===== src/rtl/slm_pkg.sv =====
// Shared types, constants and helper functions of the segment lock manager.
package slm_pkg;

   localparam int SEGMENTS = 128;
   localparam int SLOTS    = 4;
   localparam int LIST_MAX = 16;

   localparam int SEG_AW      = $clog2(SEGMENTS);
   localparam int CNT_W       = $clog2(LIST_MAX + 1);
   localparam int SLOT_W      = (SLOTS > 1) ? $clog2(SLOTS) : 1;
   localparam int SCNT_W      = $clog2(SLOTS + 1);
   localparam int BUF_N       = SLOTS + 1;
   localparam int BUF_W       = $clog2(BUF_N);
   localparam int LMEM_DEPTH  = BUF_N * 2 * LIST_MAX;
   localparam int LMEM_AW     = $clog2(LMEM_DEPTH);

   localparam logic [1:0] STATUS_OK   = 2'd0;
   localparam logic [1:0] STATUS_FAIL = 2'd1;

   typedef enum logic [2:0] {
      CMD_ASK          = 3'd0,
      CMD_CLAIM_ALL    = 3'd1,
      CMD_CLAIM_FIRST  = 3'd2,
      CMD_CLAIM_EITHER = 3'd3,
      CMD_RELEASE      = 3'd4,
      CMD_RELEASE_ALL  = 3'd5,
      CMD_REGISTER     = 3'd6,
      CMD_TIMER        = 3'd7
   } cmd_type;

   typedef enum logic [2:0] {
      W_IDLE       = 3'd0,
      W_REL        = 3'd1,
      W_TMR        = 3'd2,
      W_EITHER_REL = 3'd3,
      W_EITHER_TMR = 3'd4
   } wmode_type;

   typedef enum logic [1:0] {K_ALL, K_FIRST, K_EITHER} kind_type;
   typedef enum logic [1:0] {P_CHECK, P_LOCK, P_FIRST, P_REL} pass_type;
   typedef enum logic [1:0] {PU_REQ, PU_REL, PU_TMR} purpose_type;

   typedef enum logic [3:0] {
      ST_IDLE, ST_START, ST_ASK, ST_WLIST, ST_WSEG, ST_WOWN, ST_PASS_END,
      ST_CLAIM_DONE, ST_SLOT, ST_SCAN_RD, ST_SCAN_EV, ST_FINISH
   } state_type;

   typedef struct packed {
      logic [2:0]  cmd;
      logic        with_timeout;
      logic [6:0]  train_owner;
      logic [1:0]  train_slot;
      logic [7:0]  requester;
      logic        list_sel;
      logic [6:0]  segment;
      logic        last_item;
      logic [15:0] timeout_ticks;
   } req_type;

   typedef struct packed {
      logic [7:0]  reply_tag;
      logic [1:0]  status;
      logic        has_value;
      logic [6:0]  granted_value;
      logic        start_timer;
      logic [1:0]  timer_slot;
      logic [15:0] timer_ticks;
      logic        last_result;
   } rsp_type;

   typedef struct packed {
      logic    valid;
      rsp_type data;
   } rsp_emit_type;

   typedef struct packed {
      logic              rd;
      logic              wr;
      logic [SEG_AW-1:0] addr;
      logic [6:0]        wdata;
   } own_port_type;

   typedef struct packed {
      logic               rd;
      logic               wr;
      logic [LMEM_AW-1:0] raddr;
      logic [LMEM_AW-1:0] waddr;
      logic [6:0]         wdata;
   } list_port_type;

   function automatic logic seg_in_range(logic [6:0] s);
      return int'(s) < SEGMENTS;
   endfunction

   function automatic logic [SEG_AW-1:0] seg_addr(logic [6:0] s);
      int v;
      v = int'(s);
      return SEG_AW'(v);
   endfunction

   function automatic logic [LMEM_AW-1:0] list_addr(logic [BUF_W-1:0] b, logic h,
                                                    logic [CNT_W-1:0] i);
      int a;
      a = int'(b) * 2 * LIST_MAX + int'(h) * LIST_MAX + int'(i);
      return LMEM_AW'(a);
   endfunction

   function automatic logic [SLOT_W-1:0] slot_of(logic [1:0] t);
      int v;
      v = int'(t);
      for (int n = 0; n < 4; n++) begin
         if (v >= SLOTS) v = v - SLOTS;
      end
      return SLOT_W'(v);
   endfunction

   function automatic kind_type waiter_kind(wmode_type m, logic needs_all);
      if (m == W_EITHER_REL || m == W_EITHER_TMR) return K_EITHER;
      return needs_all ? K_ALL : K_FIRST;
   endfunction

endpackage


===== src/rtl/slm_owner_mem.sv =====
// Segment owner table: synchronous RAM with per-entry valid bits for reset.
module slm_owner_mem (
   input  logic                 clock,
   input  logic                 reset,
   input  slm_pkg::own_port_type port,
   output logic [6:0]           rdata
);

   logic [6:0]                  mem [slm_pkg::SEGMENTS];
   logic [slm_pkg::SEGMENTS-1:0] valid_ff;
   logic [6:0]                  data_ff;
   logic                        vbit_ff;

   always_ff @(posedge clock) begin
      if (port.wr) mem[port.addr] <= port.wdata;
      if (port.rd) begin
         data_ff <= mem[port.addr];
         vbit_ff <= valid_ff[port.addr];
      end
   end

   always_ff @(posedge clock) begin
      if (reset) begin
         valid_ff <= '0;
      end else if (port.wr) begin
         valid_ff[port.addr] <= 1'b1;
      end
   end

   // an entry never written reads as free
   assign rdata = vbit_ff ? data_ff : 7'd0;

endmodule


===== src/rtl/slm_list_mem.sv =====
// Segment list buffers: request list and parked waiter lists in one RAM.
module slm_list_mem (
   input  logic                  clock,
   input  slm_pkg::list_port_type port,
   output logic [6:0]            rdata
);

   logic [6:0] mem [slm_pkg::LMEM_DEPTH];
   logic [6:0] data_ff;

   always_ff @(posedge clock) begin
      if (port.wr) mem[port.waddr] <= port.wdata;
      if (port.rd) data_ff <= mem[port.raddr];
   end

   assign rdata = data_ff;

endmodule


===== src/rtl/slm_ctrl.sv =====
// Command sequencer: list walks, claims, releases, waiter slots and result queueing.
module slm_ctrl (
   input  logic                  clock,
   input  logic                  reset,
   input  logic                  start,
   input  slm_pkg::req_type      req_data,
   output logic                  busy,
   output slm_pkg::rsp_emit_type emit,
   output slm_pkg::own_port_type own_port,
   input  logic [6:0]            own_rdata,
   output slm_pkg::list_port_type lst_port,
   input  logic [6:0]            lst_rdata
);

   localparam int CW = slm_pkg::CNT_W;
   localparam int SW = slm_pkg::SLOT_W;
   localparam int BW = slm_pkg::BUF_W;
   localparam int SCNT_W_L = slm_pkg::SCNT_W;

   slm_pkg::state_type   state_ff, state_in;

   // latched request
   slm_pkg::cmd_type     cmd_ff;
   logic                 to_ff;
   logic [6:0]           own_ff;
   logic [SW-1:0]        slot_ff;
   logic [7:0]           tag_ff;
   logic [6:0]           seg_ff;
   logic [15:0]          ticks_ff;

   // request list bookkeeping
   logic [BW-1:0]        req_buf_ff;
   logic [CW-1:0]        req_cnt_ff [2];

   // waiter slots
   slm_pkg::wmode_type   wmode_ff [slm_pkg::SLOTS];
   logic                 wall_ff  [slm_pkg::SLOTS];
   logic [6:0]           wown_ff  [slm_pkg::SLOTS];
   logic [7:0]           wtag_ff  [slm_pkg::SLOTS];
   logic [CW-1:0]        wcnt_ff  [slm_pkg::SLOTS][2];
   logic [BW-1:0]        wbuf_ff  [slm_pkg::SLOTS];

   // list walker
   logic [BW-1:0]        w_buf_ff;
   logic                 w_half_ff;
   logic [CW-1:0]        w_i_ff;
   logic [CW-1:0]        w_na_ff;
   logic [CW-1:0]        w_nb_ff;
   logic [6:0]           w_own_ff;
   slm_pkg::kind_type    kind_ff;
   slm_pkg::pass_type    pass_ff;
   slm_pkg::purpose_type purpose_ff;
   logic                 hit_ff;
   logic [6:0]           cur_seg_ff;
   logic                 ok_ff;
   logic                 hasv_ff;
   logic [6:0]           val_ff;
   logic [SCNT_W_L-1:0]  k_ff;
   logic [slm_pkg::SEG_AW-1:0] j_ff;

   // held result, so the final one of a command can be marked
   slm_pkg::rsp_type     pend_ff;
   logic                 pend_v_ff;

   logic                 accept;
   logic [CW-1:0]        sel_cnt;
   logic                 collect;
   logic [CW-1:0]        w_n;
   logic                 seg_free;
   logic                 walk_stop;
   logic [SW-1:0]        kx;
   logic                 slot_cond;
   logic                 scan_end;
   logic                 produce;
   slm_pkg::rsp_type     prod;
   slm_pkg::kind_type    start_kind;

   assign busy      = (state_ff != slm_pkg::ST_IDLE);
   assign accept    = start && !busy;
   assign sel_cnt   = req_cnt_ff[req_data.list_sel];
   assign collect   = accept && slm_pkg::seg_in_range(req_data.segment) &&
                      (sel_cnt < CW'(slm_pkg::LIST_MAX));
   assign w_n       = w_half_ff ? w_nb_ff : w_na_ff;
   assign seg_free  = slm_pkg::seg_in_range(cur_seg_ff) &&
                      (own_rdata == 7'd0 || own_rdata == w_own_ff);
   assign walk_stop = (pass_ff == slm_pkg::P_CHECK && !seg_free) ||
                      (pass_ff == slm_pkg::P_FIRST && seg_free);
   assign kx        = k_ff[SW-1:0];
   assign slot_cond = (wown_ff[kx] != own_ff) &&
                      (wmode_ff[kx] == slm_pkg::W_REL || wmode_ff[kx] == slm_pkg::W_EITHER_REL);
   assign scan_end  = (j_ff == slm_pkg::SEG_AW'(slm_pkg::SEGMENTS - 1));

   always_comb begin
      unique case (cmd_ff)
         slm_pkg::CMD_CLAIM_ALL:   start_kind = slm_pkg::K_ALL;
         slm_pkg::CMD_CLAIM_FIRST: start_kind = slm_pkg::K_FIRST;
         default:                  start_kind = slm_pkg::K_EITHER;
      endcase
   end

   // next state
   always_comb begin
      state_in = state_ff;
      unique case (state_ff)
         slm_pkg::ST_IDLE:
            if (accept && req_data.last_item) state_in = slm_pkg::ST_START;
         slm_pkg::ST_START: begin
            unique case (cmd_ff)
               slm_pkg::CMD_ASK:          state_in = slm_pkg::ST_ASK;
               slm_pkg::CMD_REGISTER:     state_in = slm_pkg::ST_FINISH;
               slm_pkg::CMD_CLAIM_ALL,
               slm_pkg::CMD_CLAIM_FIRST,
               slm_pkg::CMD_CLAIM_EITHER,
               slm_pkg::CMD_RELEASE:      state_in = slm_pkg::ST_WLIST;
               slm_pkg::CMD_RELEASE_ALL:  state_in = slm_pkg::ST_SCAN_RD;
               slm_pkg::CMD_TIMER:
                  state_in = (wmode_ff[slot_ff] != slm_pkg::W_IDLE) ?
                             slm_pkg::ST_WLIST : slm_pkg::ST_FINISH;
            endcase
         end
         slm_pkg::ST_ASK:      state_in = slm_pkg::ST_FINISH;
         slm_pkg::ST_WLIST:
            state_in = (w_i_ff == w_n) ? slm_pkg::ST_PASS_END : slm_pkg::ST_WSEG;
         slm_pkg::ST_WSEG:
            state_in = (pass_ff == slm_pkg::P_LOCK) ? slm_pkg::ST_WLIST : slm_pkg::ST_WOWN;
         slm_pkg::ST_WOWN:
            state_in = walk_stop ? slm_pkg::ST_PASS_END : slm_pkg::ST_WLIST;
         slm_pkg::ST_PASS_END: begin
            unique case (pass_ff)
               slm_pkg::P_REL:   state_in = slm_pkg::ST_SLOT;
               slm_pkg::P_CHECK:
                  if (!hit_ff || (kind_ff == slm_pkg::K_EITHER && !w_half_ff))
                     state_in = slm_pkg::ST_WLIST;
                  else
                     state_in = slm_pkg::ST_CLAIM_DONE;
               slm_pkg::P_LOCK,
               slm_pkg::P_FIRST: state_in = slm_pkg::ST_CLAIM_DONE;
            endcase
         end
         slm_pkg::ST_CLAIM_DONE:
            state_in = (purpose_ff == slm_pkg::PU_REL) ? slm_pkg::ST_SLOT : slm_pkg::ST_FINISH;
         slm_pkg::ST_SLOT:
            if (k_ff == SCNT_W_L'(slm_pkg::SLOTS)) state_in = slm_pkg::ST_FINISH;
            else if (slot_cond)                   state_in = slm_pkg::ST_WLIST;
         slm_pkg::ST_SCAN_RD:  state_in = slm_pkg::ST_SCAN_EV;
         slm_pkg::ST_SCAN_EV:
            state_in = scan_end ? slm_pkg::ST_FINISH : slm_pkg::ST_SCAN_RD;
         slm_pkg::ST_FINISH:   state_in = slm_pkg::ST_IDLE;
      endcase
   end

   // memory requests and produced results
   always_comb begin
      own_port       = '0;
      lst_port       = '0;
      produce        = 1'b0;
      prod           = '0;
      prod.reply_tag = tag_ff;
      prod.status    = slm_pkg::STATUS_OK;

      lst_port.wr    = collect;
      lst_port.waddr = slm_pkg::list_addr(req_buf_ff, req_data.list_sel, sel_cnt);
      lst_port.wdata = req_data.segment;
      lst_port.raddr = slm_pkg::list_addr(w_buf_ff, w_half_ff, w_i_ff);

      unique case (state_ff)
         slm_pkg::ST_START: begin
            own_port.addr  = slm_pkg::seg_addr(seg_ff);
            own_port.wdata = own_ff;
            if (cmd_ff == slm_pkg::CMD_ASK) own_port.rd = 1'b1;
            if (cmd_ff == slm_pkg::CMD_REGISTER) begin
               own_port.wr = slm_pkg::seg_in_range(seg_ff);
               produce     = 1'b1;
            end
         end
         slm_pkg::ST_ASK: begin
            produce     = 1'b1;
            prod.status = (slm_pkg::seg_in_range(seg_ff) && own_rdata == 7'd0) ?
                          slm_pkg::STATUS_OK : slm_pkg::STATUS_FAIL;
         end
         slm_pkg::ST_WLIST:
            lst_port.rd = (w_i_ff != w_n);
         slm_pkg::ST_WSEG: begin
            own_port.addr  = slm_pkg::seg_addr(lst_rdata);
            own_port.wdata = w_own_ff;
            if (pass_ff == slm_pkg::P_LOCK) own_port.wr = slm_pkg::seg_in_range(lst_rdata);
            else                            own_port.rd = 1'b1;
         end
         slm_pkg::ST_WOWN: begin
            own_port.addr = slm_pkg::seg_addr(cur_seg_ff);
            if (pass_ff == slm_pkg::P_FIRST && seg_free) begin
               own_port.wr    = 1'b1;
               own_port.wdata = w_own_ff;
            end
            if (pass_ff == slm_pkg::P_REL && slm_pkg::seg_in_range(cur_seg_ff) &&
                own_rdata == w_own_ff) begin
               own_port.wr    = 1'b1;
               own_port.wdata = 7'd0;
            end
         end
         slm_pkg::ST_PASS_END:
            produce = (pass_ff == slm_pkg::P_REL);
         slm_pkg::ST_CLAIM_DONE: begin
            prod.has_value     = hasv_ff;
            prod.granted_value = val_ff;
            unique case (purpose_ff)
               slm_pkg::PU_REQ: begin
                  if (ok_ff) begin
                     produce = 1'b1;
                  end else if (to_ff) begin
                     produce          = 1'b1;
                     prod.start_timer = 1'b1;
                     prod.timer_slot  = 2'(slot_ff);
                     prod.timer_ticks = ticks_ff;
                  end
               end
               slm_pkg::PU_TMR: begin
                  produce        = 1'b1;
                  prod.reply_tag = wtag_ff[slot_ff];
                  prod.status    = ok_ff ? slm_pkg::STATUS_OK : slm_pkg::STATUS_FAIL;
               end
               default: begin
                  produce        = ok_ff;
                  prod.reply_tag = wtag_ff[kx];
               end
            endcase
         end
         slm_pkg::ST_SCAN_RD: begin
            own_port.rd   = 1'b1;
            own_port.addr = j_ff;
         end
         slm_pkg::ST_SCAN_EV: begin
            own_port.addr = j_ff;
            own_port.wr   = (own_rdata == own_ff);
            produce       = scan_end;
         end
         slm_pkg::ST_IDLE, slm_pkg::ST_SLOT, slm_pkg::ST_FINISH: ;
      endcase

      emit.valid = pend_v_ff && (produce || state_ff == slm_pkg::ST_FINISH);
      emit.data  = pend_ff;
      emit.data.last_result = (state_ff == slm_pkg::ST_FINISH);
   end

   // control state
   always_ff @(posedge clock) begin
      if (reset) begin
         state_ff   <= slm_pkg::ST_IDLE;
         req_buf_ff <= BW'(slm_pkg::SLOTS);
         req_cnt_ff <= '{default: '0};
         pend_v_ff  <= 1'b0;
         for (int s = 0; s < slm_pkg::SLOTS; s++) begin
            wmode_ff[s] <= slm_pkg::W_IDLE;
            wall_ff[s]  <= 1'b0;
            wown_ff[s]  <= 7'd0;
            wtag_ff[s]  <= 8'd0;
            wcnt_ff[s]  <= '{default: '0};
            wbuf_ff[s]  <= BW'(s);
         end
      end else begin
         state_ff <= state_in;
         if (collect) req_cnt_ff[req_data.list_sel] <= sel_cnt + CW'(1);
         if (produce)                            pend_v_ff <= 1'b1;
         else if (state_ff == slm_pkg::ST_FINISH) pend_v_ff <= 1'b0;
         if (state_ff == slm_pkg::ST_FINISH) req_cnt_ff <= '{default: '0};
         if (state_ff == slm_pkg::ST_SCAN_EV && scan_end) wmode_ff[slot_ff] <= slm_pkg::W_IDLE;
         if (state_ff == slm_pkg::ST_CLAIM_DONE) begin
            unique case (purpose_ff)
               slm_pkg::PU_REQ: begin
                  if (ok_ff) begin
                     wmode_ff[slot_ff] <= slm_pkg::W_IDLE;
                  end else begin
                     // park: the request buffer becomes the slot's, no copy
                     wall_ff[slot_ff]    <= (kind_ff != slm_pkg::K_FIRST);
                     if (kind_ff == slm_pkg::K_EITHER)
                        wmode_ff[slot_ff] <= to_ff ? slm_pkg::W_EITHER_TMR : slm_pkg::W_EITHER_REL;
                     else
                        wmode_ff[slot_ff] <= to_ff ? slm_pkg::W_TMR : slm_pkg::W_REL;
                     wown_ff[slot_ff]    <= own_ff;
                     wtag_ff[slot_ff]    <= tag_ff;
                     wcnt_ff[slot_ff][0] <= req_cnt_ff[0];
                     wcnt_ff[slot_ff][1] <= req_cnt_ff[1];
                     wbuf_ff[slot_ff]    <= req_buf_ff;
                     req_buf_ff          <= wbuf_ff[slot_ff];
                  end
               end
               slm_pkg::PU_TMR: wmode_ff[slot_ff] <= slm_pkg::W_IDLE;
               default: if (ok_ff) wmode_ff[kx] <= slm_pkg::W_IDLE;
            endcase
         end
      end
   end

   // datapath
   always_ff @(posedge clock) begin
      if (produce) pend_ff <= prod;
      unique case (state_ff)
         slm_pkg::ST_IDLE:
            if (accept && req_data.last_item) begin
               cmd_ff   <= slm_pkg::cmd_type'(req_data.cmd);
               to_ff    <= req_data.with_timeout;
               own_ff   <= req_data.train_owner;
               slot_ff  <= slm_pkg::slot_of(req_data.train_slot);
               tag_ff   <= req_data.requester;
               seg_ff   <= req_data.segment;
               ticks_ff <= req_data.timeout_ticks;
            end
         slm_pkg::ST_START: begin
            w_half_ff <= 1'b0;
            w_i_ff    <= '0;
            hit_ff    <= 1'b0;
            j_ff      <= '0;
            if (cmd_ff == slm_pkg::CMD_TIMER) begin
               w_buf_ff   <= wbuf_ff[slot_ff];
               w_na_ff    <= wcnt_ff[slot_ff][0];
               w_nb_ff    <= wcnt_ff[slot_ff][1];
               w_own_ff   <= wown_ff[slot_ff];
               kind_ff    <= slm_pkg::waiter_kind(wmode_ff[slot_ff], wall_ff[slot_ff]);
               pass_ff    <= (slm_pkg::waiter_kind(wmode_ff[slot_ff], wall_ff[slot_ff]) ==
                              slm_pkg::K_FIRST) ? slm_pkg::P_FIRST : slm_pkg::P_CHECK;
               purpose_ff <= slm_pkg::PU_TMR;
            end else begin
               w_buf_ff   <= req_buf_ff;
               w_na_ff    <= req_cnt_ff[0];
               w_nb_ff    <= req_cnt_ff[1];
               w_own_ff   <= own_ff;
               kind_ff    <= start_kind;
               purpose_ff <= slm_pkg::PU_REQ;
               if (cmd_ff == slm_pkg::CMD_RELEASE)            pass_ff <= slm_pkg::P_REL;
               else if (start_kind == slm_pkg::K_FIRST)       pass_ff <= slm_pkg::P_FIRST;
               else                                           pass_ff <= slm_pkg::P_CHECK;
            end
         end
         slm_pkg::ST_WSEG: begin
            cur_seg_ff <= lst_rdata;
            if (pass_ff == slm_pkg::P_LOCK) w_i_ff <= w_i_ff + CW'(1);
         end
         slm_pkg::ST_WOWN:
            if (walk_stop) hit_ff <= 1'b1;
            else           w_i_ff <= w_i_ff + CW'(1);
         slm_pkg::ST_PASS_END: begin
            ok_ff   <= 1'b0;
            hasv_ff <= 1'b0;
            val_ff  <= 7'd0;
            unique case (pass_ff)
               slm_pkg::P_CHECK:
                  if (!hit_ff) begin
                     pass_ff <= slm_pkg::P_LOCK;
                     w_i_ff  <= '0;
                  end else if (kind_ff == slm_pkg::K_EITHER && !w_half_ff) begin
                     // list A blocked: try list B
                     w_half_ff <= 1'b1;
                     w_i_ff    <= '0;
                     hit_ff    <= 1'b0;
                  end
               slm_pkg::P_LOCK: begin
                  ok_ff   <= 1'b1;
                  hasv_ff <= (kind_ff == slm_pkg::K_EITHER);
                  val_ff  <= (kind_ff == slm_pkg::K_EITHER) ? 7'(w_half_ff) : 7'd0;
               end
               slm_pkg::P_FIRST: begin
                  ok_ff   <= hit_ff;
                  hasv_ff <= hit_ff;
                  val_ff  <= hit_ff ? cur_seg_ff : 7'd0;
               end
               // start the waiter slot scan at slot zero
               slm_pkg::P_REL: k_ff <= '0;
            endcase
         end
         slm_pkg::ST_SLOT:
            if (k_ff != SCNT_W_L'(slm_pkg::SLOTS)) begin
               if (slot_cond) begin
                  w_buf_ff   <= wbuf_ff[kx];
                  w_na_ff    <= wcnt_ff[kx][0];
                  w_nb_ff    <= wcnt_ff[kx][1];
                  w_own_ff   <= wown_ff[kx];
                  kind_ff    <= slm_pkg::waiter_kind(wmode_ff[kx], wall_ff[kx]);
                  pass_ff    <= (slm_pkg::waiter_kind(wmode_ff[kx], wall_ff[kx]) ==
                                 slm_pkg::K_FIRST) ? slm_pkg::P_FIRST : slm_pkg::P_CHECK;
                  purpose_ff <= slm_pkg::PU_REL;
                  w_half_ff  <= 1'b0;
                  w_i_ff     <= '0;
                  hit_ff     <= 1'b0;
               end else begin
                  k_ff <= k_ff + SCNT_W_L'(1);
               end
            end
         slm_pkg::ST_CLAIM_DONE:
            if (purpose_ff == slm_pkg::PU_REL) k_ff <= k_ff + SCNT_W_L'(1);
         slm_pkg::ST_SCAN_EV:
            j_ff <= j_ff + slm_pkg::SEG_AW'(1);
         slm_pkg::ST_ASK, slm_pkg::ST_WLIST, slm_pkg::ST_SCAN_RD, slm_pkg::ST_FINISH: ;
      endcase
   end

endmodule


===== src/rtl/segment_lock_manager_top.sv =====
// Top level of the segment lock manager: sequencer, memories and result register.
//
// Items that are not the last of a request are taken one per cycle, back to back,
// while busy is low. The last item runs the command while busy is high: ask free
// reads the owner table and register writes it; a claim walks its lists, reading
// each segment checked from the list RAM, then its owner from the owner RAM, and
// each segment written from the list RAM; a release walks list A, then visits
// every waiter slot, with a full claim walk for each slot of another owner that
// waits for a release; release all scans the owner table and frees each segment
// of the owner. Results leave one per cycle on rsp_valid and must be taken when
// shown; the last result of a command, if any, appears in the cycle busy falls.
module segment_lock_manager_top (
   input  logic             clock,
   input  logic             reset,
   input  logic             start,
   input  slm_pkg::req_type req_data,
   output logic             busy,
   output logic             rsp_valid,
   output slm_pkg::rsp_type rsp_data
);

   slm_pkg::rsp_emit_type  emit;
   slm_pkg::own_port_type  own_port;
   slm_pkg::list_port_type lst_port;
   logic [6:0]             own_rdata;
   logic [6:0]             lst_rdata;
   logic                   rsp_valid_ff;
   slm_pkg::rsp_type       rsp_data_ff;

   slm_ctrl u_ctrl (
      .clock     (clock),
      .reset     (reset),
      .start     (start),
      .req_data  (req_data),
      .busy      (busy),
      .emit      (emit),
      .own_port  (own_port),
      .own_rdata (own_rdata),
      .lst_port  (lst_port),
      .lst_rdata (lst_rdata)
   );

   slm_owner_mem u_owner (
      .clock (clock),
      .reset (reset),
      .port  (own_port),
      .rdata (own_rdata)
   );

   slm_list_mem u_list (
      .clock (clock),
      .port  (lst_port),
      .rdata (lst_rdata)
   );

   always_ff @(posedge clock) begin
      if (reset) rsp_valid_ff <= 1'b0;
      else       rsp_valid_ff <= emit.valid;
   end

   always_ff @(posedge clock) begin
      if (emit.valid) rsp_data_ff <= emit.data;
   end

   assign rsp_valid = rsp_valid_ff;
   assign rsp_data  = rsp_data_ff;

   a_last_starts: assert property (@(posedge clock) disable iff (reset)
      start && !busy && req_data.last_item |=> busy)
      else $error("final item did not start a command");

   a_collect_idle: assert property (@(posedge clock) disable iff (reset)
      start && !busy && !req_data.last_item |=> !busy)
      else $error("collected item left the block busy");

   a_timer_last: assert property (@(posedge clock) disable iff (reset)
      rsp_valid && rsp_data.start_timer |-> rsp_data.last_result)
      else $error("timer start transaction not marked final");

endmodule

===== config.mk =====
export PLATFORM = sky130hd
export DESIGN_NAME = segment_lock_manager_top
export DESIGN_NICKNAME = d
export VERILOG_FILES = /design/src/rtl/slm_pkg.sv /design/src/rtl/slm_owner_mem.sv /design/src/rtl/slm_list_mem.sv /design/src/rtl/slm_ctrl.sv /design/src/rtl/segment_lock_manager_top.sv
export SDC_FILE = /design/constraint.sdc
export NUM_CORES = 2
export LEC_CHECK = 0
export BUFFER_PORTS_ARGS = -buffer_cell sky130_fd_sc_hd__buf_4
export CORE_MARGIN = 1
export CORE_UTILIZATION = 45
export CTS_CLUSTER_DIAMETER = 100
export DETAILED_ROUTE_END_ITERATION = 6
export PLACE_DENSITY = 0.65
export SETUP_SLACK_MARGIN = 0.02
export SKIP_CTS_REPAIR_TIMING = 1
export SLEW_MARGIN = 25
export SYNTH_ARGS = -nofsm -noshare
export SYNTH_HDL_FRONTEND = slang
export SYNTH_SLANG_ARGS = --single-unit

===== constraint.sdc =====
create_clock -name clock -period 18.96 [get_ports clock]
set_input_delay 1.896 -clock clock [delete_from_list [all_inputs] [get_ports clock]]
set_output_delay 1.896 -clock clock [all_outputs]
set_load 0.005 [all_outputs]

# == After elaboration in Yosys (flattened, before gate mapping) ==
# Memories as Yosys holds them, arrays and structs flattened. A register that Yosys moved wholly into a read port is not among the register bits.
# Cells that the tools add are included.
# word_totals
ram_bits,2144
memories,8
register_bits,326
in_bits,49
elab_cells,403
# classes
eq_ne,56
n_lt_le_gt_ge,5
add_sub_neg,8
reduce_logical,60
bitwise,10
mux,210
# memory_table
name,words,word_bits,rd,rd_clocked_by_memory_dff,write_ports,line_no,rtl
u_list.mem,160,7,1,1,1,slm_list_mem.sv:8,logic [6:0] mem [slm_pkg::LMEM_DEPTH];
u_owner.mem,128,7,1,1,1,slm_owner_mem.sv:9,logic [6:0] mem [slm_pkg::SEGMENTS];
u_ctrl.wcnt_ff,4,10,2,2,4,slm_ctrl.sv:40,logic [CW-1:0] wcnt_ff [slm_pkg::SLOTS][2];
u_ctrl.wtag_ff,4,8,2,2,4,slm_ctrl.sv:39,logic [7:0] wtag_ff [slm_pkg::SLOTS];
u_ctrl.wown_ff,4,7,2,2,4,slm_ctrl.sv:38,logic [6:0] wown_ff [slm_pkg::SLOTS];
u_ctrl.wbuf_ff,4,3,2,2,4,slm_ctrl.sv:41,logic [BW-1:0] wbuf_ff [slm_pkg::SLOTS];
2 more memories,--,--,--,--,--,--,
# ops
op,n
$or 128x128->128,1
$mux 2,46
$mux 5,18
$mux 1,81
$mux 7,8
$mux 3,18
$pmux 4 s12,1
$pmux 7 s2,3
$pmux 7 s4,1
$pmux 5 s5,1
$eq 3x3->1 const B,7
$pmux 7 s3,1
$ne 2x1->1 const B,10
$pmux 4 s5,1
$pmux 5 s2,2
$mux 19,1
$add 8x5->8,2
$add 8x6->8,2
$eq 4x3->1 const B,4
$eq 4x4->1 const B,4
$mux 4,4
$mux 8,2
$pmux 2 s2,4
$pmux 8 s2,1
other kinds (61),126

# == Logic depth before layout (Yosys ltp) ==
# depth
word_depth,15
depth_mapped,17
ltp_nobuf,12

# == By module ==
# A second synthesis with hierarchy kept.
# unflattened
cells_unflattened,6097
hier_area_um2,100531.4
# by_module_without_submodules
mod,instances,area_per_inst_um2,cells_per_inst,seq_area_each_um2
slm_list_mem,1,45109.5,2370,33842.5
slm_owner_mem,1,39967.1,2601,29708.5
slm_ctrl,1,14279.9,1086,8458.1
segment_lock_manager_top,1,1174.9,40,1161.1

# == Worst setup path after synthesis ==
# No wires, ideal clock.
# synth_path
kind,flip-flop to flip-flop
from,register u_ctrl.state_ff[2]
to,memory u_owner.mem[0][0] (data pin)
stages_incl_launch_ff,7
setup_slack_ns,11.551
setup_time_ns,1.198
arrival_time_ns,6.211
period_less_slack_ns,7.409
t_required_ns,17.762
path_cell_list,dfxtp_1 inv_1 ha_1 clkbuf_1 clkbuf_1 nand2_1 o21ai_0
# synth_rtl
item,line_no,rtl
"start, declared",slm_ctrl.sv:20,"slm_pkg::state_type state_ff, state_in;"
"start signal, assigned",slm_ctrl.sv:248,state_ff <= slm_pkg::ST_IDLE;
"start signal, assigned",slm_ctrl.sv:261,state_ff <= state_in;
"end, declared",slm_owner_mem.sv:9,

# == Worst setup path after layout ==
# layout_path
from,register u_ctrl.state_ff[0]
to,memory u_owner.mem[93][4] (enable)
# layout_between
elab_chain_cells,4
word_cells_on_any_way,10
classes_between,5 x eq/ne; 4 x mux; 1 x reduce/logical
# layout_lines
item,line_no,rtl
$eq 4x4->1 (tied with other cells),slm_ctrl.sv:166,unique case (state_ff)
$pmux 1 s4,slm_ctrl.sv:166,
$mux 1,slm_owner_mem.sv:15,if (port.wr) mem[port.addr] <= port.wdata;
$mux 1 (implied by the code),slm_owner_mem.sv:15,
# Parallel ways exist; a longest one is shown, timed or not.

==> impl_metrics.py <==
metrics = {
    "timing": {
        "timing.hold.ws_ns": 0.397,
        "period_share": 0.349,
        "timing.final.crit_period_ns": 6.62,
        "tns_ns": 0,
        "finalSetupViolCount": 0,
        "tightestPinTransition_ns": 1.18,
        "fmax_mhz": 151,
        "setup_ws_ns": 12.34,
        "rsz0062_at_grt": "false",
        "finClkSkew_ns": 0.0792,
        "final-hold-violation-count": 0,
        "report.final.slew_viol_count": 0,
        "slew_headroom": 0.213,
    },
    "detailed_routing": {
        "wire_per_inst_um": 27.3,
        "wl_met2_mm": 121,
        "top_layer": "met5",
        "wl_met1_mm": 106,
        "num_vias": 56800,
        "wl_met3_mm": 23.0,
        "ant_nets": 0,
        "avgViaCountPerCell": 6.01,
        "post-route-drc-count": 5,
        "drt_first_pass_iters": 7,
        "first_iter_violations": 7248,
        "wl_mm": 258,
    },
    "worst_hold_path": {
        "hold_class": "reg -> reg",
        "hold_start": "u_ctrl.emit[20]$_SDFFCE_PP0P_",
        "whs_path_depth": 0,
        "hold_end": "rsp_data[20]$_DFFE_PP_",
    },
    "synth": {
        "seq_area_frac_synth": 0.723,
        "synth_top_area_frac": 0.693,
        "synth_cell_types": 99,
        "yosys_warnings": 0,
        "ys_async_sr_fraction": 0,
        "syn_area_per_cell_um2": 16.1,
        "synth_seq_cells": 2486,
        "synth-main-ff-cell": "edfxtp_1",
        "netlist.top_cell.by_area": "edfxtp_1",
        "synth_area_um2": 101000,
        "syn_inst": 6262,
        "syn-num-nets": 6329,
        "post_synth_main_area_contributors": "edfxtp_1 (69%), mux4_2 (9.2%), dfxtp_1 (3.0%)",
        "synth_edf_count": 2335,
    },
    "layout": {
        "multi_input_area_um2": 25300,
        "final_cell_mix": "edfxtp_1 (2335), nand2_1 (755), mux4_2 (414)",
        "drive_above_1_share": 0.162,
        "fillers": 18000,
        "area_growth_pct": 11.4,
        "final_common_cell": "edfxtp_1",
        "final_nets": 6347,
        "stdcell_count": 9440,
        "register_area_um2": 73100,
        "fin_area_um2": 113000,
    },
    "grt": {
        "grt-ovfl-total": 0,
        "antenna_found_initial": 7,
        "track_usage": 0.227,
        "grt_pass1_vias": 55500,
        "grt_max_degree": 188,
        "grt_pass1_wl_mm": 379,
    },
    "pwr": {
        "ir_worst_vdd_uv": 82.0,
        "leakagePower_nw": 36.7,
        "power_density_nw_per_um2": 104,
    },
    "setup_path": {
        "r2r_slack_ns": 12.34,
        "required_ns": 19.47,
        "arrival_ns": 7.13,
        "path_class": "reg -> reg",
        "endpoint_kind": "register",
        "start_kind": "register",
        "crit_path_frequent_cell": "buf_4",
        "cpPeakStageDelay_ns": 0.95,
        "slowest_stage": "dfxtp_1",
        "timing.rr.start": "u_ctrl.state_ff[0]$_SDFFE_PP0P_",
        "rr_worst_depth": 8,
        "r2r-end": "u_owner.mem[93][4]$_DFFE_PP_",
        "cp_max_fo": 105,
        "crit_chain": "nor2b_1 -> a22oi_4 -> nand2_8 -> buf_4 -> buf_4 -> nand2_1 -> or2_2 -> nor2_1",
    },
    "placed_design": {
        "routabilityCongestion": 0.875,
        "postPlaceCellArea_um2": 104000,
        "dp_hpwl_mm": 153,
        "post-place-ws_ns": 12.52,
        "dp_cells": 8977,
        "portBuffers": 87,
    },
    "floorplan": {
        "io_pins": 89,
        "floorplan.initialDensity": 0.454,
        "dieArea_um2": 227000,
        "fp.dieW_um": 476,
        "rows": 173,
        "die_h_um": 476,
        "coreArea_um2": 223000,
    },
    "clocking": {
        "cts_root_buf": "clkbuf_16",
        "cts_max_level": 5,
        "clock-sinks": 2486,
        "clkSlewWorstSetupHoldPaths_ns": 0.07,
        "cts-buffers-inserted": 276,
        "cts_tree": "yes",
        "clock_latency_ns": 0.94,
        "cts_buffer_depth": 4,
    },
    "run_status": {
        "violations": "design-rule violations",
        "status": "finished with violations",
    },
    "flow_run": {
        "cap_violations": 0,
    },
}
==> routing by layer <==
layer	global-route usage	vias up
li1	-	24400
met4	0.0734	4
met5	0	-
met2	0.354	2771
met3	0.0434	454
met1	0.323	29200
==> worst max-delay path: cells and delay by family (launching register included) <==
family,cells,cell delay [ns]
and+or+nand+nor,5,3.34
DFF,1,0.95
AOI/OAI and AO/OA,1,0.16
buffers and inverters,2,1.52
==> cell type report <==
cell class | instances | share of cell area
Sequential cell | 2486 | 0.649
Multi-Input combinational cell | 3180 | 0.224
Clock buffer | 337 | 0.0651
Tap cell | 2975 | 0.0330
Timing Repair Buffer | 183 | 0.0129
Clock inverter | 124 | 0.0100
Inverter | 153 | 0.00514
Antenna cell | 2 | 0.0000444
==> cell usage after synthesis, types with 10 or more instances <==
library cell / count
a211oi_1: 119
a21oi_1: 112
a221oi_1: 21
a22oi_1: 27
a311oi_1: 48
a31oi_1: 76
a32oi_1: 17
and2_1: 130
and3_1: 118
buf_1: 29
buf_2: 154
buf_4: 32
buf_6: 41
clkbuf_1: 185
dfxtp_1: 151
edfxtp_1: 2335
ha_1: 18
inv_1: 151
mux2i_1: 137
mux4_2: 414
nand2_1: 755
nand2b_1: 26
nand3_1: 208
nand3b_1: 11
nand4_1: 11
nor2_1: 373
nor2b_1: 24
nor3_1: 24
o2111ai_1: 19
o211ai_1: 32
o21ai_0: 80
o21ai_1: 18
o22ai_1: 136
o32ai_1: 27
or3_1: 10
xnor2_1: 22
xor2_1: 19
==> registers in the layout, summed over array words and instances, names as in the netlist, 8 cells and up, named ones only <==
register           cells
u_list.mem          1120
u_owner.mem          896
u_owner.valid_ff     128
u_ctrl.wcnt_ff        40
rsp_data              37
u_ctrl.emit           36
u_ctrl.wtag_ff        32
u_ctrl.wown_ff        28
u_ctrl.ticks_ff       16
u_ctrl.wbuf_ff        12
u_ctrl.wmode_ff       12
u_ctrl.req_cnt_ff     10
u_ctrl.tag_ff          8
==> worst max-delay path by stage <==
stage / start / end / depth (start not counted)
after floorplan: u_ctrl.state_ff[2]$_SDFFE_PP0P_ / u_owner.mem[0][0]$_DFFE_PP_ / 6
after global placement: u_ctrl.state_ff[3]$_SDFFE_PP0P_ / u_owner.data_ff[0]$_DFFE_PP_ / 13
after detailed placement: u_ctrl.state_ff[0]$_SDFFE_PP0P_ / u_owner.mem[127][4]$_DFFE_PP_ / 8
after CTS: u_ctrl.state_ff[0]$_SDFFE_PP0P_ / u_owner.mem[22][4]$_DFFE_PP_ / 8
after global routing: u_ctrl.state_ff[0]$_SDFFE_PP0P_ / u_owner.mem[22][4]$_DFFE_PP_ / 8
final: u_ctrl.state_ff[0]$_SDFFE_PP0P_ / u_owner.mem[93][4]$_DFFE_PP_ / 8
==> logic make-up after synthesis <==
logic type               after synthesis  share of synthesized area
AND/OR/NAND/NOR                     1745                     0.0784
flip-flops                          2486                      0.723
XOR/XNOR                              42                    0.00382
adder cells (fa/ha/maj)               18                    0.00223
buffers and inverters                596                     0.0285
multiplexers                         565                      0.107
AO/OA/AOI/OAI                        809                     0.0564
other                                  1                  0.0000371
==> report_power, final <==
group,leakage [nW],switching (mW),internal (mW)
Clock,4.15,2.08,3.02
Combinational,9.42,0.379,0.180
Sequential,23.1,0.0222,6.02
Total,36.7,2.48,9.22
==> stage by stage <==
stage	utilization	power [mW]
finish	0.506	11.7
global route	0.506	12.0
CTS	0.506	11.8
detailed placement	0.468	6.72
global placement	0.468	6.71
floorplan	-	6.50
Note: power is estimated with default switching activity, not from simulation.
